### config.mk
export PLATFORM = sky130hd
export DESIGN_NAME = deque_with_key_delete_and_min_trim_flat
export DESIGN_NICKNAME = d
export VERILOG_FILES = /design/src/sv/dqk_pkg.sv /design/src/sv/dqk_if.sv /design/src/sv/dqk_ctrl.sv /design/src/sv/dqk_dp.sv /design/src/sv/deque_with_key_delete_and_min_trim.sv /design/src/flat_wrapper.sv
export SDC_FILE = /design/constraint.sdc
export NUM_CORES = 1
export LEC_CHECK = 0
export ABC_AREA = 1
export BUFFER_PORTS_ARGS = -buffer_cell sky130_fd_sc_hd__buf_2
export CORE_UTILIZATION = 25
export CTS_BUF_LIST = sky130_fd_sc_hd__clkbuf_8
export DETAILED_ROUTE_END_ITERATION = 6
export PLACE_DENSITY = 0.47
export SYNTH_ARGS = -nofsm -noshare
export SYNTH_HDL_FRONTEND = slang
export SYNTH_SLANG_ARGS = --single-unit
export TNS_END_PERCENT = 20
### constraint.sdc
create_clock -name clk -period 9.8 [get_ports clk]
set_input_delay 0.98 -clock clk [delete_from_list [all_inputs] [get_ports clk]]
set_output_delay 0.98 -clock clk [all_outputs]
set_load 0.03 [all_outputs]
### src/sv/dqk_pkg.sv
`default_nettype none
package dqk_pkg;
  localparam int CAPACITY    = 16;
  localparam int VALUE_WIDTH = 16;
  localparam int IDX_W       = $clog2(CAPACITY);
  localparam int CNT_W       = $clog2(CAPACITY + 1);

  typedef logic [3:0] func_t;
  localparam func_t FN_PUSH_FRONT = 4'd0;
  localparam func_t FN_PUSH_BACK  = 4'd1;
  localparam func_t FN_POP_FRONT  = 4'd2;
  localparam func_t FN_POP_BACK   = 4'd3;
  localparam func_t FN_DELETE     = 4'd4;
  localparam func_t FN_TRIM_FRONT = 4'd5;
  localparam func_t FN_TRIM_BACK  = 4'd6;
  localparam func_t FN_CLEAR      = 4'd7;
  localparam func_t FN_SWAP       = 4'd8;

  typedef logic [1:0] status_t;
  localparam status_t ST_OK       = 2'd0;
  localparam status_t ST_EMPTY    = 2'd1;
  localparam status_t ST_FULL     = 2'd2;
  localparam status_t ST_NOTFOUND = 2'd3;

  // datapath commands, one per step of the sequencer
  typedef enum logic [3:0] {
    CMD_NONE   = 4'd0,
    CMD_LOAD   = 4'd1,  // latch item, reset walk index
    CMD_SIMPLE = 4'd2,  // push, pop, clear and other operations that need no walk
    CMD_RD     = 4'd3,  // issue read at walk index
    CMD_SCAN   = 4'd4,  // consume read data for search, advance
    CMD_SHIFT  = 4'd5,  // write slot(i) from read data of slot(i+1)
    CMD_FIN    = 4'd6,  // finish search op
    CMD_SWAP1  = 4'd7,  // write back side read data to front
    CMD_SWAP2  = 4'd8   // write front read data to back
  } cmd_t;

  typedef struct packed {
    cmd_t cmd;
    logic out_take;
  } ctl_t;

  typedef struct packed {
    func_t func;        // function of the item in progress
    func_t in_func;     // function of the item waiting at the input
    logic  walk_done;   // walk index reached occupancy
    logic  found;       // key hit in last scanned entry
    logic  shift_done;  // no more entries to move
    logic  out_full;
  } sts_t;
endpackage
`default_nettype wire

### src/sv/dqk_if.sv
`default_nettype none
interface dqk_in_if;
  logic              valid;
  logic              ready;
  logic [3:0]        func;
  logic signed [15:0] operand;
  modport source (output valid, func, operand, input ready);
  modport sink (input valid, func, operand, output ready);
endinterface

interface dqk_out_if;
  logic               valid;
  logic               ready;
  logic [1:0]         status;
  logic signed [15:0] result_value;
  logic [4:0]         entry_count;
  modport source (output valid, status, result_value, entry_count, input ready);
  modport sink (input valid, status, result_value, entry_count, output ready);
endinterface
`default_nettype wire

### src/sv/dqk_ctrl.sv
`default_nettype none
module dqk_ctrl (
  input  wire logic clk,
  input  wire logic rst,
  input  wire logic in_valid,
  output logic      in_ready,
  input  wire dqk_pkg::sts_t sts,
  output dqk_pkg::ctl_t ctl
);
  import dqk_pkg::*;

  typedef enum logic [6:0] {
    S_IDLE  = 7'b0000001,
    S_RD    = 7'b0000010,
    S_SCAN  = 7'b0000100,
    S_SHRD  = 7'b0001000,
    S_SHWR  = 7'b0010000,
    S_SWAP  = 7'b0100000,
    S_FIN   = 7'b1000000
  } state_t;

  state_t state, state_next;

  assign in_ready = (state == S_IDLE) && !sts.out_full;

  always_comb begin
    state_next   = state;
    ctl.cmd      = CMD_NONE;
    ctl.out_take = 1'b0;
    case (state)
      S_IDLE: begin
        if (in_valid && in_ready) begin
          ctl.cmd = CMD_LOAD;
          case (sts.in_func)
            FN_DELETE, FN_TRIM_FRONT, FN_TRIM_BACK, FN_SWAP: state_next = S_RD;
            default: begin
              ctl.cmd = CMD_SIMPLE;
            end
          endcase
        end
      end
      S_RD: begin
        ctl.cmd = CMD_RD;
        if (sts.func == FN_SWAP) state_next = S_SWAP;
        else if (sts.walk_done) state_next = S_FIN;
        else state_next = S_SCAN;
      end
      S_SCAN: begin
        ctl.cmd = CMD_SCAN;
        if (sts.func == FN_DELETE && sts.found) state_next = S_SHRD;
        else state_next = S_RD;
      end
      S_SHRD: begin
        ctl.cmd = CMD_RD;
        state_next = sts.shift_done ? S_FIN : S_SHWR;
      end
      S_SHWR: begin
        ctl.cmd = CMD_SHIFT;
        state_next = S_SHRD;
      end
      S_SWAP: begin
        ctl.cmd = CMD_SWAP1;
        state_next = S_FIN;
      end
      S_FIN: begin
        ctl.cmd = (sts.func == FN_SWAP) ? CMD_SWAP2 : CMD_FIN;
        state_next = S_IDLE;
      end
      default: state_next = S_IDLE;
    endcase
  end

  always_ff @(posedge clk) begin
    if (rst) state <= S_IDLE;
    else state <= state_next;
  end

  a_load_idle: assert property (@(posedge clk) disable iff (rst)
    (ctl.cmd == CMD_LOAD) |-> (state == S_IDLE) && in_ready) else $error("load outside idle");
  a_fin_to_idle: assert property (@(posedge clk) disable iff (rst)
    (state == S_FIN) |=> (state == S_IDLE)) else $error("fin not followed by idle");
  a_shwr_from_shrd: assert property (@(posedge clk) disable iff (rst)
    (state == S_SHWR) |-> $past(state) == S_SHRD) else $error("bad shift order");
endmodule
`default_nettype wire

### src/sv/dqk_dp.sv
`default_nettype none
module dqk_dp (
  input  wire logic clk,
  input  wire logic rst,
  input  wire logic [3:0] in_func,
  input  wire logic signed [15:0] in_operand,
  input  wire dqk_pkg::ctl_t ctl,
  output dqk_pkg::sts_t sts,
  output logic       out_valid,
  input  wire logic  out_ready,
  output logic [1:0] out_status,
  output logic signed [15:0] out_value,
  output logic [4:0] out_count
);
  import dqk_pkg::*;

  logic [VALUE_WIDTH-1:0] mem [CAPACITY];
  logic [VALUE_WIDTH-1:0] rdata;
  logic [VALUE_WIDTH-1:0] key, best, swap_hold;
  logic [IDX_W-1:0] front;
  logic [CNT_W-1:0] occ, walk, best_i;
  func_t func;
  logic  found;

  // slot arithmetic wraps modulo CAPACITY
  function automatic logic [IDX_W-1:0] slot_of(input logic [IDX_W-1:0] f,
                                               input logic [CNT_W-1:0] i);
    logic [CNT_W+IDX_W:0] s;
    s = {{(CNT_W+1){1'b0}}, f} + {{(IDX_W+1){1'b0}}, i};
    return IDX_W'(s % CAPACITY);
  endfunction

  logic              we;
  logic [IDX_W-1:0]  waddr, raddr;
  logic [VALUE_WIDTH-1:0] wdata;
  logic [IDX_W-1:0]  back_slot;
  logic [VALUE_WIDTH-1:0] opv;

  assign opv       = VALUE_WIDTH'(in_operand);
  assign back_slot = slot_of(front, occ - CNT_W'(1));
  assign raddr = (ctl.cmd == CMD_RD && func == FN_SWAP && walk == '0) ? back_slot
               : slot_of(front, walk);

  assign sts.func       = func;
  assign sts.in_func    = in_func;
  assign sts.walk_done  = (walk >= occ);
  assign sts.found      = (rdata == key);
  assign sts.shift_done = (walk >= occ);
  assign sts.out_full   = out_valid;

  always_comb begin
    we = 1'b0; waddr = slot_of(front, walk); wdata = rdata;
    case (ctl.cmd)
      CMD_SIMPLE: begin
        if (in_func == FN_PUSH_FRONT && occ < CNT_W'(CAPACITY)) begin
          we = 1'b1; waddr = front - IDX_W'(1); wdata = opv;
        end else if (in_func == FN_PUSH_BACK && occ < CNT_W'(CAPACITY)) begin
          we = 1'b1; waddr = slot_of(front, occ); wdata = opv;
        end
      end
      CMD_SHIFT: begin
        we = 1'b1; waddr = slot_of(front, walk - CNT_W'(2)); wdata = rdata;
      end
      CMD_SWAP1: begin
        we = 1'b1; waddr = front; wdata = rdata;
      end
      CMD_SWAP2: begin
        we = 1'b1; waddr = back_slot; wdata = swap_hold;
      end
      default: ;
    endcase
  end

  always_ff @(posedge clk) begin
    if (we) mem[waddr] <= wdata;
    rdata <= mem[raddr];
  end

  always_ff @(posedge clk) begin
    if (rst) begin
      front <= '0; occ <= '0; out_valid <= 1'b0;
    end else begin
      if (out_valid && out_ready) out_valid <= 1'b0;
      case (ctl.cmd)
        CMD_LOAD, CMD_SIMPLE: begin
          func <= in_func; key <= opv; walk <= '0; found <= 1'b0; best_i <= '0;
          if (ctl.cmd == CMD_SIMPLE) begin
            out_valid <= 1'b1; out_status <= ST_OK; out_value <= '0;
            out_count <= 5'(occ);
            case (in_func)
              FN_PUSH_FRONT, FN_PUSH_BACK: begin
                if (occ >= CNT_W'(CAPACITY)) out_status <= ST_FULL;
                else begin
                  if (in_func == FN_PUSH_FRONT) front <= front - IDX_W'(1);
                  occ <= occ + CNT_W'(1); out_count <= 5'(occ + CNT_W'(1));
                end
              end
              FN_POP_FRONT, FN_POP_BACK: begin
                if (occ == '0) out_status <= ST_EMPTY;
                else begin
                  out_value <= 16'($signed(in_func == FN_POP_FRONT ? mem[front]
                                                                  : mem[back_slot]));
                  if (in_func == FN_POP_FRONT) front <= front + IDX_W'(1);
                  occ <= occ - CNT_W'(1); out_count <= 5'(occ - CNT_W'(1));
                end
              end
              FN_CLEAR: begin
                occ <= '0; out_count <= '0;
              end
              default: ;
            endcase
          end
        end
        CMD_RD: walk <= walk + CNT_W'(1);
        CMD_SCAN: begin
          if (func == FN_DELETE) begin
            if (rdata == key) found <= 1'b1;
          end else if (walk == CNT_W'(1) || $signed(rdata) < $signed(best)) begin
            best <= rdata; best_i <= walk - CNT_W'(1);
          end
          if (func == FN_DELETE && rdata == key) best <= rdata;
        end
        CMD_SWAP1: begin
          swap_hold <= mem[front];
        end
        CMD_FIN, CMD_SWAP2: begin
          out_valid <= 1'b1; out_value <= '0; out_status <= ST_OK;
          out_count <= 5'(occ);
          case (func)
            FN_DELETE: begin
              if (!found) out_status <= ST_NOTFOUND;
              else begin
                out_value <= 16'($signed(best));
                occ <= occ - CNT_W'(1); out_count <= 5'(occ - CNT_W'(1));
              end
            end
            FN_TRIM_FRONT, FN_TRIM_BACK: begin
              if (occ == '0) out_status <= ST_EMPTY;
              else begin
                out_value <= 16'($signed(best));
                if (func == FN_TRIM_FRONT) begin
                  front <= slot_of(front, best_i);
                  occ <= occ - best_i; out_count <= 5'(occ - best_i);
                end else begin
                  occ <= best_i + CNT_W'(1); out_count <= 5'(best_i + CNT_W'(1));
                end
              end
            end
            FN_SWAP: if (occ < CNT_W'(2)) out_status <= ST_EMPTY;
            default: ;
          endcase
        end
        default: ;
      endcase
    end
  end
endmodule
`default_nettype wire

### src/sv/deque_with_key_delete_and_min_trim.sv
`default_nettype none
// Push, pop, clear and unused codes answer in the cycle after the item is taken.
// Key delete and trims walk the store, one stored entry per memory read; a delete hit
// closes the gap instead of scanning on. Swap ends reads the back entry, then writes both
// ends. One item at a time; the next item is taken once the result register is empty.
// Reset (rst, synchronous): queue empty, front slot zero; store contents are not cleared.
module deque_with_key_delete_and_min_trim (
  input wire logic clk,
  input wire logic rst,
  dqk_in_if.sink   in_ch,
  dqk_out_if.source out_ch
);
  import dqk_pkg::*;

  ctl_t ctl;
  sts_t sts;

  // sequencer: steps each item, walking the store for search, gap closing and swap
  dqk_ctrl u_ctrl (
    .clk(clk), .rst(rst),
    .in_valid(in_ch.valid), .in_ready(in_ch.ready),
    .sts(sts), .ctl(ctl)
  );

  // store, pointers and result register
  dqk_dp u_dp (
    .clk(clk), .rst(rst),
    .in_func(in_ch.func), .in_operand(in_ch.operand),
    .ctl(ctl), .sts(sts),
    .out_valid(out_ch.valid), .out_ready(out_ch.ready),
    .out_status(out_ch.status), .out_value(out_ch.result_value),
    .out_count(out_ch.entry_count)
  );
endmodule
`default_nettype wire
### src/flat_wrapper.sv
// flat-port wrapper written by rule: the top's interface ports become plain ports
module deque_with_key_delete_and_min_trim_flat import dqk_pkg::*;
  (clk, rst, in_ch_valid, in_ch_func, in_ch_operand, in_ch_ready, out_ch_valid, out_ch_status, out_ch_result_value, out_ch_entry_count, out_ch_ready);
  dqk_in_if in_ch_i ();
  dqk_out_if out_ch_i ();
  input wire logic clk;
  input wire logic rst;
  input wire logic [$bits(in_ch_i.valid)-1:0] in_ch_valid;
  input wire logic [$bits(in_ch_i.func)-1:0] in_ch_func;
  input wire logic [$bits(in_ch_i.operand)-1:0] in_ch_operand;
  output wire logic [$bits(in_ch_i.ready)-1:0] in_ch_ready;
  output wire logic [$bits(out_ch_i.valid)-1:0] out_ch_valid;
  output wire logic [$bits(out_ch_i.status)-1:0] out_ch_status;
  output wire logic [$bits(out_ch_i.result_value)-1:0] out_ch_result_value;
  output wire logic [$bits(out_ch_i.entry_count)-1:0] out_ch_entry_count;
  input wire logic [$bits(out_ch_i.ready)-1:0] out_ch_ready;
  assign in_ch_i.valid = in_ch_valid;
  assign in_ch_i.func = in_ch_func;
  assign in_ch_i.operand = in_ch_operand;
  assign in_ch_ready = in_ch_i.ready;
  assign out_ch_valid = out_ch_i.valid;
  assign out_ch_status = out_ch_i.status;
  assign out_ch_result_value = out_ch_i.result_value;
  assign out_ch_entry_count = out_ch_i.entry_count;
  assign out_ch_i.ready = out_ch_ready;
  deque_with_key_delete_and_min_trim u_core (.clk(clk), .rst(rst), .in_ch(in_ch_i), .out_ch(out_ch_i));
endmodule
* Word level (Yosys, flattened, before mapping)
Memory sizes are Yosys's and may differ from the RTL's. A register that Yosys moved wholly into a read port is not among the register bits.
Cells that the tools add are included.
** Storage, ports and cells
- Bits of input ports :: 24
- RAM bits :: 256
- Flip-flop bits (word level) :: 103
- Memories kept :: 1
- Word-level logic and storage cells :: 188
- Output and inout bits :: 25
** Memory list
- u_core.u_dp.mem :: depth 16, bits a word 16, read ports 3, clocked after memory_dff 2, wr ports 1, line dqk_dp.sv:17 : logic [VALUE_WIDTH-1:0] mem [CAPACITY];
** Cells by class
- Bitwise logic cells :: 1
- Magnitude comparators :: 5
- Eq/ne operators :: 45
- Add/sub/neg operators :: 14
- Mux-type cells :: 73
- Reduce and logical (&&, ||, !) cells :: 35
** Operator list (number)
- $mux W16 :: 11
- $pmux W16 S2 :: 3
- $mux W4 :: 15
- $eq A4 B3 Y1 const B :: 11
- $pmux W7 S6 :: 1
- $mux W5 :: 8
- $pmux W5 S2 :: 4
- $mux W7 :: 5
- $pmux W4 S6 :: 1
- $add A4 B4 Y4 :: 5
- $eq A16 B16 Y1 :: 1
- $eq A4 B2 Y1 const B :: 4
- $lt A16 B16 Y1 :: 1
- $pmux W4 S2 :: 2
- $pmux W4 S4 :: 1
- $add A5 B1 Y5 const B :: 3
- $pmux W5 S3 :: 1
- $eq A4 B4 Y1 const B :: 3
- $ne A2 B1 Y1 const B :: 6
- $ne A3 B3 Y1 const B :: 4
- $reduce_and A4 Y1 :: 3
- $reduce_or A2 Y1 :: 6
- $logic_not A5 Y1 :: 2
- $mux W1 :: 10
- other kinds (35) :: 62

* Logic depth before layout (Yosys ltp)
Gate-level depths: netlist of the first run.
- Word-level depth :: 11
- Mapped depth :: 15
- Depth with buffers taken out :: 15

* Cells and area by module
A second synthesis of the first run with hierarchy kept.
** Second synthesis, totals
- Cell total of the unflattened synthesis :: 2880
- Area, all modules :: 23102.2 µm²
** By module, submodules not included
- dqk_dp :: seq. area each 10870.4 µm², area each 22557.9 µm², cells each 2782, instances 1
- dqk_ctrl :: seq. area each 140.1 µm², area each 544.3 µm², cells each 98, instances 1

* Least setup slack after synthesis of the first run
OpenSTA, ideal clock, no wires.
- Path type :: flip-flop to flip-flop
- From :: reg u_core.u_dp.occ[1]
- To :: mem u_core.u_dp.mem[13][0] (enable)
- Path buffers :: 3
- Library setup time :: 0.388 ns
- Cell stages (with the launch flop) :: 13
- Data arrival time :: 3.274 ns
- Path slack :: 6.138 ns
- Required time :: 9.412 ns
- Clock period less this slack :: 3.662 ns
- Cell sequence :: dfxtp_1 inv_1 ha_1 fa_1 buf_2 clkinv_1 buf_2 buf_1 nand2_1 nand4_1 nand2_1 nand2_1 nor2_1
** Between the ends
- Longest elaborated chain between the ends :: 7
- Elaborated cells between the ends (all ways) :: 14
- Those cells by class :: add/sub (3); order compare (1); mux (8); reduce/logical (2)
** Ends and longest elaborated chain
- start: declaration :: line dqk_dp.sv:21 : logic [CNT_W-1:0] occ, walk, best_i;
- start signal: assignment :: line dqk_dp.sv:95 : occ <= occ + CNT_W'(1); out_count <= 5'(occ + CNT_W'(1));
- start signal: assignment :: line dqk_dp.sv:104 : occ <= occ - CNT_W'(1); out_count <= 5'(occ - CNT_W'(1));
- start signal: assignment :: line dqk_dp.sv:134 : occ <= occ - CNT_W'(1); out_count <= 5'(occ - CNT_W'(1));
- parallel branches: the longest is 7 deep, another holds $sub A5 B1 Y5
- end: declaration :: line dqk_dp.sv:17
Several ways; the timed one is not identified.

* Final worst setup path of the first run
- From :: reg u_core.u_dp.occ[0]
- To :: mem u_core.u_dp.mem[9][2] (enable)
The elaborated chain is that of the path after synthesis.

==> results by stage, run 1 <==
Clocking:
- At the later pin of the worst-skew pair, clock insertion delay measures 0.69 ns.
- The number of hold buffers added after CTS was 0.
- The root cell of the clock tree is clkbuf_8.
- The longest clock path from root to sink contains 3 buffers.
- Once the clock tree was built, the resizer swapped 0 gates to a different size.
- Post-CTS timing repair inserted 0 buffers for setup.
- The clock tree from TritonCTS is yes.
- CTS saw 379 sinks.
- The number of buffers created by CTS is 74.
- Clock-pin slew was measured on the worst setup and hold paths at 0.06 ns.
- The count of H-tree levels built during CTS is 3.

Worst setup path:
- The largest fanout on the critical path is 31.
- The maximum cell stage delay along the critical path is around 1.1 ns.
- Grouping stages by cell kind, the critical path spends the most delay in simple AND/OR/NAND/NOR gates.
- The critical path is of the register to register type.
- The standard cell with the maximum stage delay on the critical path is nor2_2.
- Walking the worst path, the cells encountered are inv_1, ha_1, fa_2, buf_4, inv_2, nand2_1, nand4_1, nand2_1, nand2_1, nor2_2.
- The worst setup path is captured at a register.
- The launching element type of the critical path is a register.
- The number of buffers and inverters on the critical path is 3.
- The critical path's most frequent cell is nand2_1.
- For the worst setup path, the data required time is 10.05 ns.
- STA puts the critical path data arrival time at 5.06 ns.

Floorplan:
- The floorplan step set the die width to just over 300 um.
- The die covers 94,000 um^2.
- The total area inside the core boundary comes to 91,800 um^2.
- After floorplanning, the core was divided into approximately 110 placement rows.
- The number of primary I/O pins is 49.
- The die is 307 um tall.
- For this configuration, the core starts out at a cell density of 25.3%.

STA:
- The final count of hold timing violations was 0.
- Hold timing on the final database bottoms out at a slack of between 0.4 and 0.5 ns.
- After routing, the total negative slack on setup checks comes to 0 ns.
- The clock arrives with 0.0438 ns of skew.
- Setup repair after global routing left no endpoint under its margin.
- Setup violations remaining at the end of the flow were counted as 0.
- The final period demand of the worst path is 4.81 ns.
- The number of pins with negative max-slew slack in the final report came to 0.
- The maximum frequency from static timing analysis is 208 MHz.
- The headroom to the max-slew limit is 5.82%.
- The final clock period utilization by the worst path is around half.
- The transition time at the pin with the least slew margin is around 1.4 ns.

Route:
- The routed wirelength normalized by instance count is around 21 um.
- After detailed routing, the number of vias per cell comes to 4.96.
- After detailed routing, the total wire length is 89.0 mm.
- Summing over every cut layer, the via total after detailed routing is 20.7k.
- Once detail routing completed, the nets flagged for antenna violations numbered 0.
- The number of optimization iterations in the first detailed-route pass is 6.
- For this run, design rule violations remaining after detail routing come to 0.
- The detailed router finished its first iteration with 2,193 violations.

Hold path:
- The worst hold path belongs to the class input port to register.

Power:
- Summed over all cells, the static leakage comes to 10.7 nW.
- The maximum vdd ir drop is 0.197 mV.
- The power density normalized to cell area is 290 nW/um^2.

Logic synthesis:
- The library cell with the largest summed area after synthesis is edfxtp_1.
- Of all flip-flops after synthesis, the portion carrying an async set or reset was 0%.
- Averaged over all synthesized cells, the footprint is 8.07 um^2.
- The flip-flop and latch count after synthesis is 379.
- The number of nets produced by synthesis is 2,951.
- nand2_1 is the most common cell in the netlist.
- Counting distinct cell types in the post-synthesis netlist gives 55.
- The synthesized area is 23,200 um^2.
- Counting flops with a built-in enable in the synthesized netlist gives between 300 and 400.
- The post-synthesis instance total is 2,873.
- Yosys attributes the largest share of cell area to edfxtp_1, nand3_1, nand2_1, inv_1, o21ai_0.
- The commonest cells after synthesis are nand2_1, nand3_1, inv_1.
- The top cell type by area accounts for 44.3% of the synthesized area.
- The number of warning messages in the yosys log is 0.
- The top flip-flop cell by instance count after synthesis is edfxtp_1.
- Summing the sequential cell areas from Yosys gives 47.5% of the chip area.

Layout:
- The fraction of final layout cells sized beyond drive strength 1 is a little under a tenth.
- The antenna diode count is 0.
- The layout has 9,832 filler cells.
- The final-stage net count is around 3.0k.
- The final core area utilization is 28.5%.
- The final instance area is 26,200 um^2.
- The relative area change from synthesis to final layout is 13.0%.

Status:
- The flow ran to the end, and the final reports show no timing, DRC or antenna violations.

Place:
- The area of placed instances is between 20,000 and 25,000 um^2.
- The routability-driven placement congestion ratio is 0.894.
- The count of buffers added on input and output ports is 48.
- The total half-perimeter wirelength after legalization and detailed placement is between 50 and 60 mm.

GRT:
- Entering global routing, the biggest net connects about 100 pins.
- The number of antenna violations at the first check in global routing is 4.
- The overall track demand over capacity in global routing is between 10% and 20%.
- The total congestion overflow is 0.
- The first-pass GRT wire length is 131 mm.
- The number of global-route vias before repair was 19.4k.

Run:
- The tool flagged a number of max-cap violations equal to 0.
==> logic make-up after synthesis <==
| logic type | after synthesis | share of synthesized area [%] |
|---|---|---|
| adders and majority gates | 54 | 3.11 |
| buffers and inverters | 580 | 10.2 |
| and+or+nand+nor | 1182 | 22.6 |
| muxes | 1 | 0.0432 |
| xor gates and xnor gates | 34 | 1.32 |
| DFF | 379 | 47.5 |
| AOI/OAI and AO/OA | 643 | 15.3 |
==> final cells by class <==
type,count,area [um^2],area share (%)
tap,1243,1560,5.94
clock inverter,48,319,1.22
multi-input combinational,1914,9920,37.9
inverter,406,1530,5.85
sequential,379,11000,42.1
clock buffer,86,1180,4.52
timing repair buffer,104,661,2.52
==> sequential cells by signal, summed over array words and instances, names as in the netlist, named ones only <==
signal                  cells
u_core.u_dp.mem           256
u_core.u_dp.best           16
u_core.u_dp.key            16
u_core.u_dp.out_value      16
u_core.u_dp.rdata          16
u_core.u_dp.swap_hold      16
u_core.u_ctrl.state         7
u_core.u_dp.best_i          5
u_core.u_dp.occ             5
u_core.u_dp.out_count       5
u_core.u_dp.walk            5
u_core.u_dp.front           4
u_core.u_dp.func            4
u_core.u_dp.out_status      2
u_core.u_dp.found           1
u_core.u_dp.out_valid       1
==> worst paths after layout <==
kind                        startpoint               endpoint  slack [ns]  cells after the start
setup / recovery    u_core.u_dp.occ[0]  u_core.u_dp.mem[9][2]        4.99                     10
hold / removal       in_ch_operand[10]    u_core.u_dp.key[10]        0.50                      1
hold reg to reg   u_core.u_dp.rdata[4]    u_core.u_dp.best[4]        0.53                      0
setup reg to reg    u_core.u_dp.occ[0]  u_core.u_dp.mem[9][2]        4.99                     10
==> report_power, final <==
part | internal (mW) | switching [mW] | leakage, nW
Clock | 0.907 | 0.757 | 0.867
Sequential | 2.08 | 0.164 | 3.41
Combinational | 0.978 | 2.71 | 6.38
==> cell usage in the layout (no fill, tap or decap), types with 21 or more instances in the layout <==
cell type  Yosys  routed
a21oi_1      242     241
buf_2         59      48
buf_4         13      56
clkbuf_8       0      86
dfxtp_1       37      35
edfxtp_1     342     342
ha_1          48      47
inv_1        391     415
nand2_1      558     557
nand3_1      455     455
nor2_1       109      90
nor2_2         5      21
o211ai_1      84      84
o21ai_0      279     279
xor2_1        22      22
==> worst reg2reg max path: cells and delay by family, from the launching register on <==
family / cells / cell delay (ns)
AND/OR/NAND/NOR: 5 / 1.76
buffers and inverters: 3 / 1.17
adder cells (fa/ha/maj): 2 / 0.99
flip-flops: 1 / 0.48
==> per-layer routing <==
layer	wire length (um)	track usage, %
met5	23	0
met2	38400	28.2
met4	2440	5.99
met1	40800	26.9
met3	7320	3.33
==> metrics by stage <==
stage	power (mW)	cells	worst slack, ns
final	7.59	4180	4.99
after global routing	8.02	4180	4.75
after CTS	7.55	4180	5.04
after detailed placement	5.87	4046	5.09
after global placement	5.88	4046	5.15
after floorplan	4.51	2873	6.14
(Power assumes the default switching activity.)
==> inputs of run 2 (changes only) <==
Clock period 9.8 ns to 5 ns, I/O delays scaled along.
==> run 2 against run 1 <==
Against the previous run:
- worst setup slack worse by 4.0 ns
- clock power grew 75%
- total power is 96% higher
- highest routed layer unchanged
==> results by stage, run 2 (synthesized netlist as in run 1, its figures left out) <==
Route:
- The top metal layer carrying routed signals is met5.
- The DRC marker count from the first detailed-route iteration is 2,550.
- The count of antenna-violating nets left after detailed routing is 0.
- The routed design has around 90 mm of wire.
- In the final routing, the length of wire on met1 measures 39.6 mm.
- The routed wirelength normalized by instance count is 21.3 um.
- In the routed design, unresolved DRC markers number 0.
- Detailed routing placed a total of 38.3 mm of wire on met2.
- The met3 wire length is 8.44 mm.
- The post-detailed-route via-to-cell ratio is roughly 4.9.
- The first detailed-routing pass took 6 iterations.
- The number of vias after detailed routing is 20.6k.

Worst setup path:
- The depth of the worst register-to-register path is 15.
- The launching element type of the critical path is a register.
- The worst setup path is of the register to register kind.
- The required arrival time at the worst endpoint is 5.54 ns.
- At the worst endpoint, the arrival time is around 4.6 ns.
- Of all nets on the critical path, the largest fanout is 17.
- The worst setup path is captured at a register.

Floorplan:
- The floorplan row count is approximately 110.
- From bottom edge to top edge, the die measures 307 um.
- In this run the standard cell core region covers just over 90,000 um^2.
- The area of the die is 94,000 um^2.
- The effective utilization at floorplan is 25.3%.
- The number of primary I/O pins is 49.
- The width of the die is about 310 um.

STA:
- Hold timing on the final database bottoms out at a slack of around 0.047 ns.
- Setup total negative slack on the finished layout was measured at 0 ns.
- The number of pins with negative max-slew slack in the final report is 0.
- After layout, the worst path uses roughly four fifths of the clock period.
- Setup repair after global routing left no endpoint under its margin.
- The final count of hold timing violations was 0.
- Static timing analysis puts the maximum clock frequency at 249 MHz.
- The transition time at the pin with the least slew margin is around 1.0 ns.
- The clock period could shrink to between 4 and 5 ns.
- Clock skew on the completed layout was measured at 0.0418 ns.
- Headroom to the max-slew limit came out at 31.6%.
- The final worst-path setup slack is 0.977 ns.
- Setup violations remaining at the end of the flow were counted as 0.

GRT:
- The number of antenna violations at the first check in global routing is 3.
- The first global-routing pass estimated 132 mm of wire.
- The total congestion overflow is 0.
- The largest net degree at the start of global routing is 119.
- Global routing consumed, over all layers together, 18.9% of the routing resources.
- The number of global-route vias before repair is 19.8k.

Clocking:
- The number of gates resized after CTS was 0.
- The count of H-tree levels built during CTS is 3.
- The tree is rooted in a clkbuf_8.
- Hold repair after CTS inserted 4 buffers.
- At the later pin of the worst-skew pair, clock insertion delay measures 0.67 ns.
- The number of buffers created by CTS is 72.
- The number of buffers added for setup after CTS is 0.
- The number of clock sinks is 379.
- After clock tree synthesis, the clock-pin slew on the worst setup and hold paths is 0.06 ns.
- The clock tree from TritonCTS is yes.
- The clock passes through at most 3 buffers.

Layout:
- The final core area utilization is 28.7%.
- The most common cell after layout, fill and taps aside is nand2_1.
- The register cell area after layout is 11,000 um^2.
- The number of fillers in the final layout is around 10k.
- The final instance area is 26,300 um^2.
- In the layout the commonest cells are nand2_1, nand3_1, inv_1.
- The finished layout holds between 4k and 5k standard cells, fillers aside.
- Counting flops per register, the top entry is u_core.u_dp.mem.
- The area taken by multi-input logic gates is 9910 um^2.
- The register with the most flip-flops in the layout has 256 of them.
- The area growth from synthesis to layout is 13.6%.
- The final-stage net count is 2,987.
- The fraction of final layout cells sized beyond drive strength 1 is 9.75%.

Hold path:
- Along the worst hold path, the cell count comes to 1.
- The kind of path behind the tightest hold check is input port to register.

Run:
- The total of max-cap violations is 0.

Status:
- The run finished with clean final reports.

Place:
- Summing all placed instances gives a cell area of 25,000 um^2.
- The number of cells in the design after placement is between 4k and 5k.
- The number of port buffers is 48.
- The total half-perimeter wirelength after legalization and detailed placement is just under 60 mm.
- The placement-stage worst setup slack is 1.04 ns.
- Routability-driven placement finished with a final weighted congestion of 0.887.

Power:
- Dividing total power by cell area gives a power density of 564 nW/um^2.
- The completed layout was analyzed and its total power is 14.9 mW.
- The leakage dissipation is 10.8 nW.
- The maximum vdd ir drop is approximately 0.44 mV.
## run 2: cell types whose count changed in the layout (fill, tap and decap cells not counted), sizes merged
cell         delta
bufinv          -3
diode           +1
clkbuf         -10
clkinv          +7
buf            +28
inv             +2
dlygate4sd3     +4
## run 2: final cells by class
| cell class | instances | area share, % |
|---|---|---|
| sequential | 379 | 41.8 |
| timing repair buffer | 136 | 3.84 |
| clock inverter | 54 | 1.01 |
| tap | 1243 | 5.91 |
| inverter | 406 | 5.81 |
| multi-input combinational | 1914 | 37.6 |
| clock buffer | 76 | 3.97 |
| antenna | 1 | 0.00950 |
## run 2: critical path, cell delays in order (launching register included)
cell	delay, ns
dfxtp_1	0.48
inv_1	0.23
ha_1	0.28
xnor2_1	0.19
inv_1	0.10
ha_1	0.40
nand2_1	0.07
o21ai_0	0.23
inv_1	0.06
nand2_1	0.10
nand2_2	0.07
buf_4	0.20
a21oi_4	0.72
inv_2	0.49
nand3_1	0.23
nand2_1	0.07
## run 2: per-layer routing
| metal | GRT usage [%] | up-vias |
|---|---|---|
| li1 | - | 9863 |
| met4 | 7.59 | 2 |
| met5 | 0 | - |
| met3 | 5.03 | 167 |
| met1 | 25.6 | 9651 |
| met2 | 28.5 | 953 |
## run 2: power by group
| part | leakage (nW) | switching [mW] | internal [mW] |
|---|---|---|---|
| sequential | 3.41 | 0.326 | 4.07 |
| combinational | 6.57 | 5.50 | 2.05 |
| clock | 0.773 | 1.45 | 1.46 |
## run 2: worst paths after layout
path | start | slack [ns] | to
hold / removal | in_ch_operand[11] | 0.05 | u_core.u_dp.key[11]
setup reg to reg | u_core.u_dp.occ[0] | 0.98 | u_core.u_dp.rdata[0]
setup / recovery | u_core.u_dp.occ[0] | 0.98 | u_core.u_dp.rdata[0]
hold reg to reg | u_core.u_dp.rdata[4] | 0.55 | u_core.u_dp.best[4]
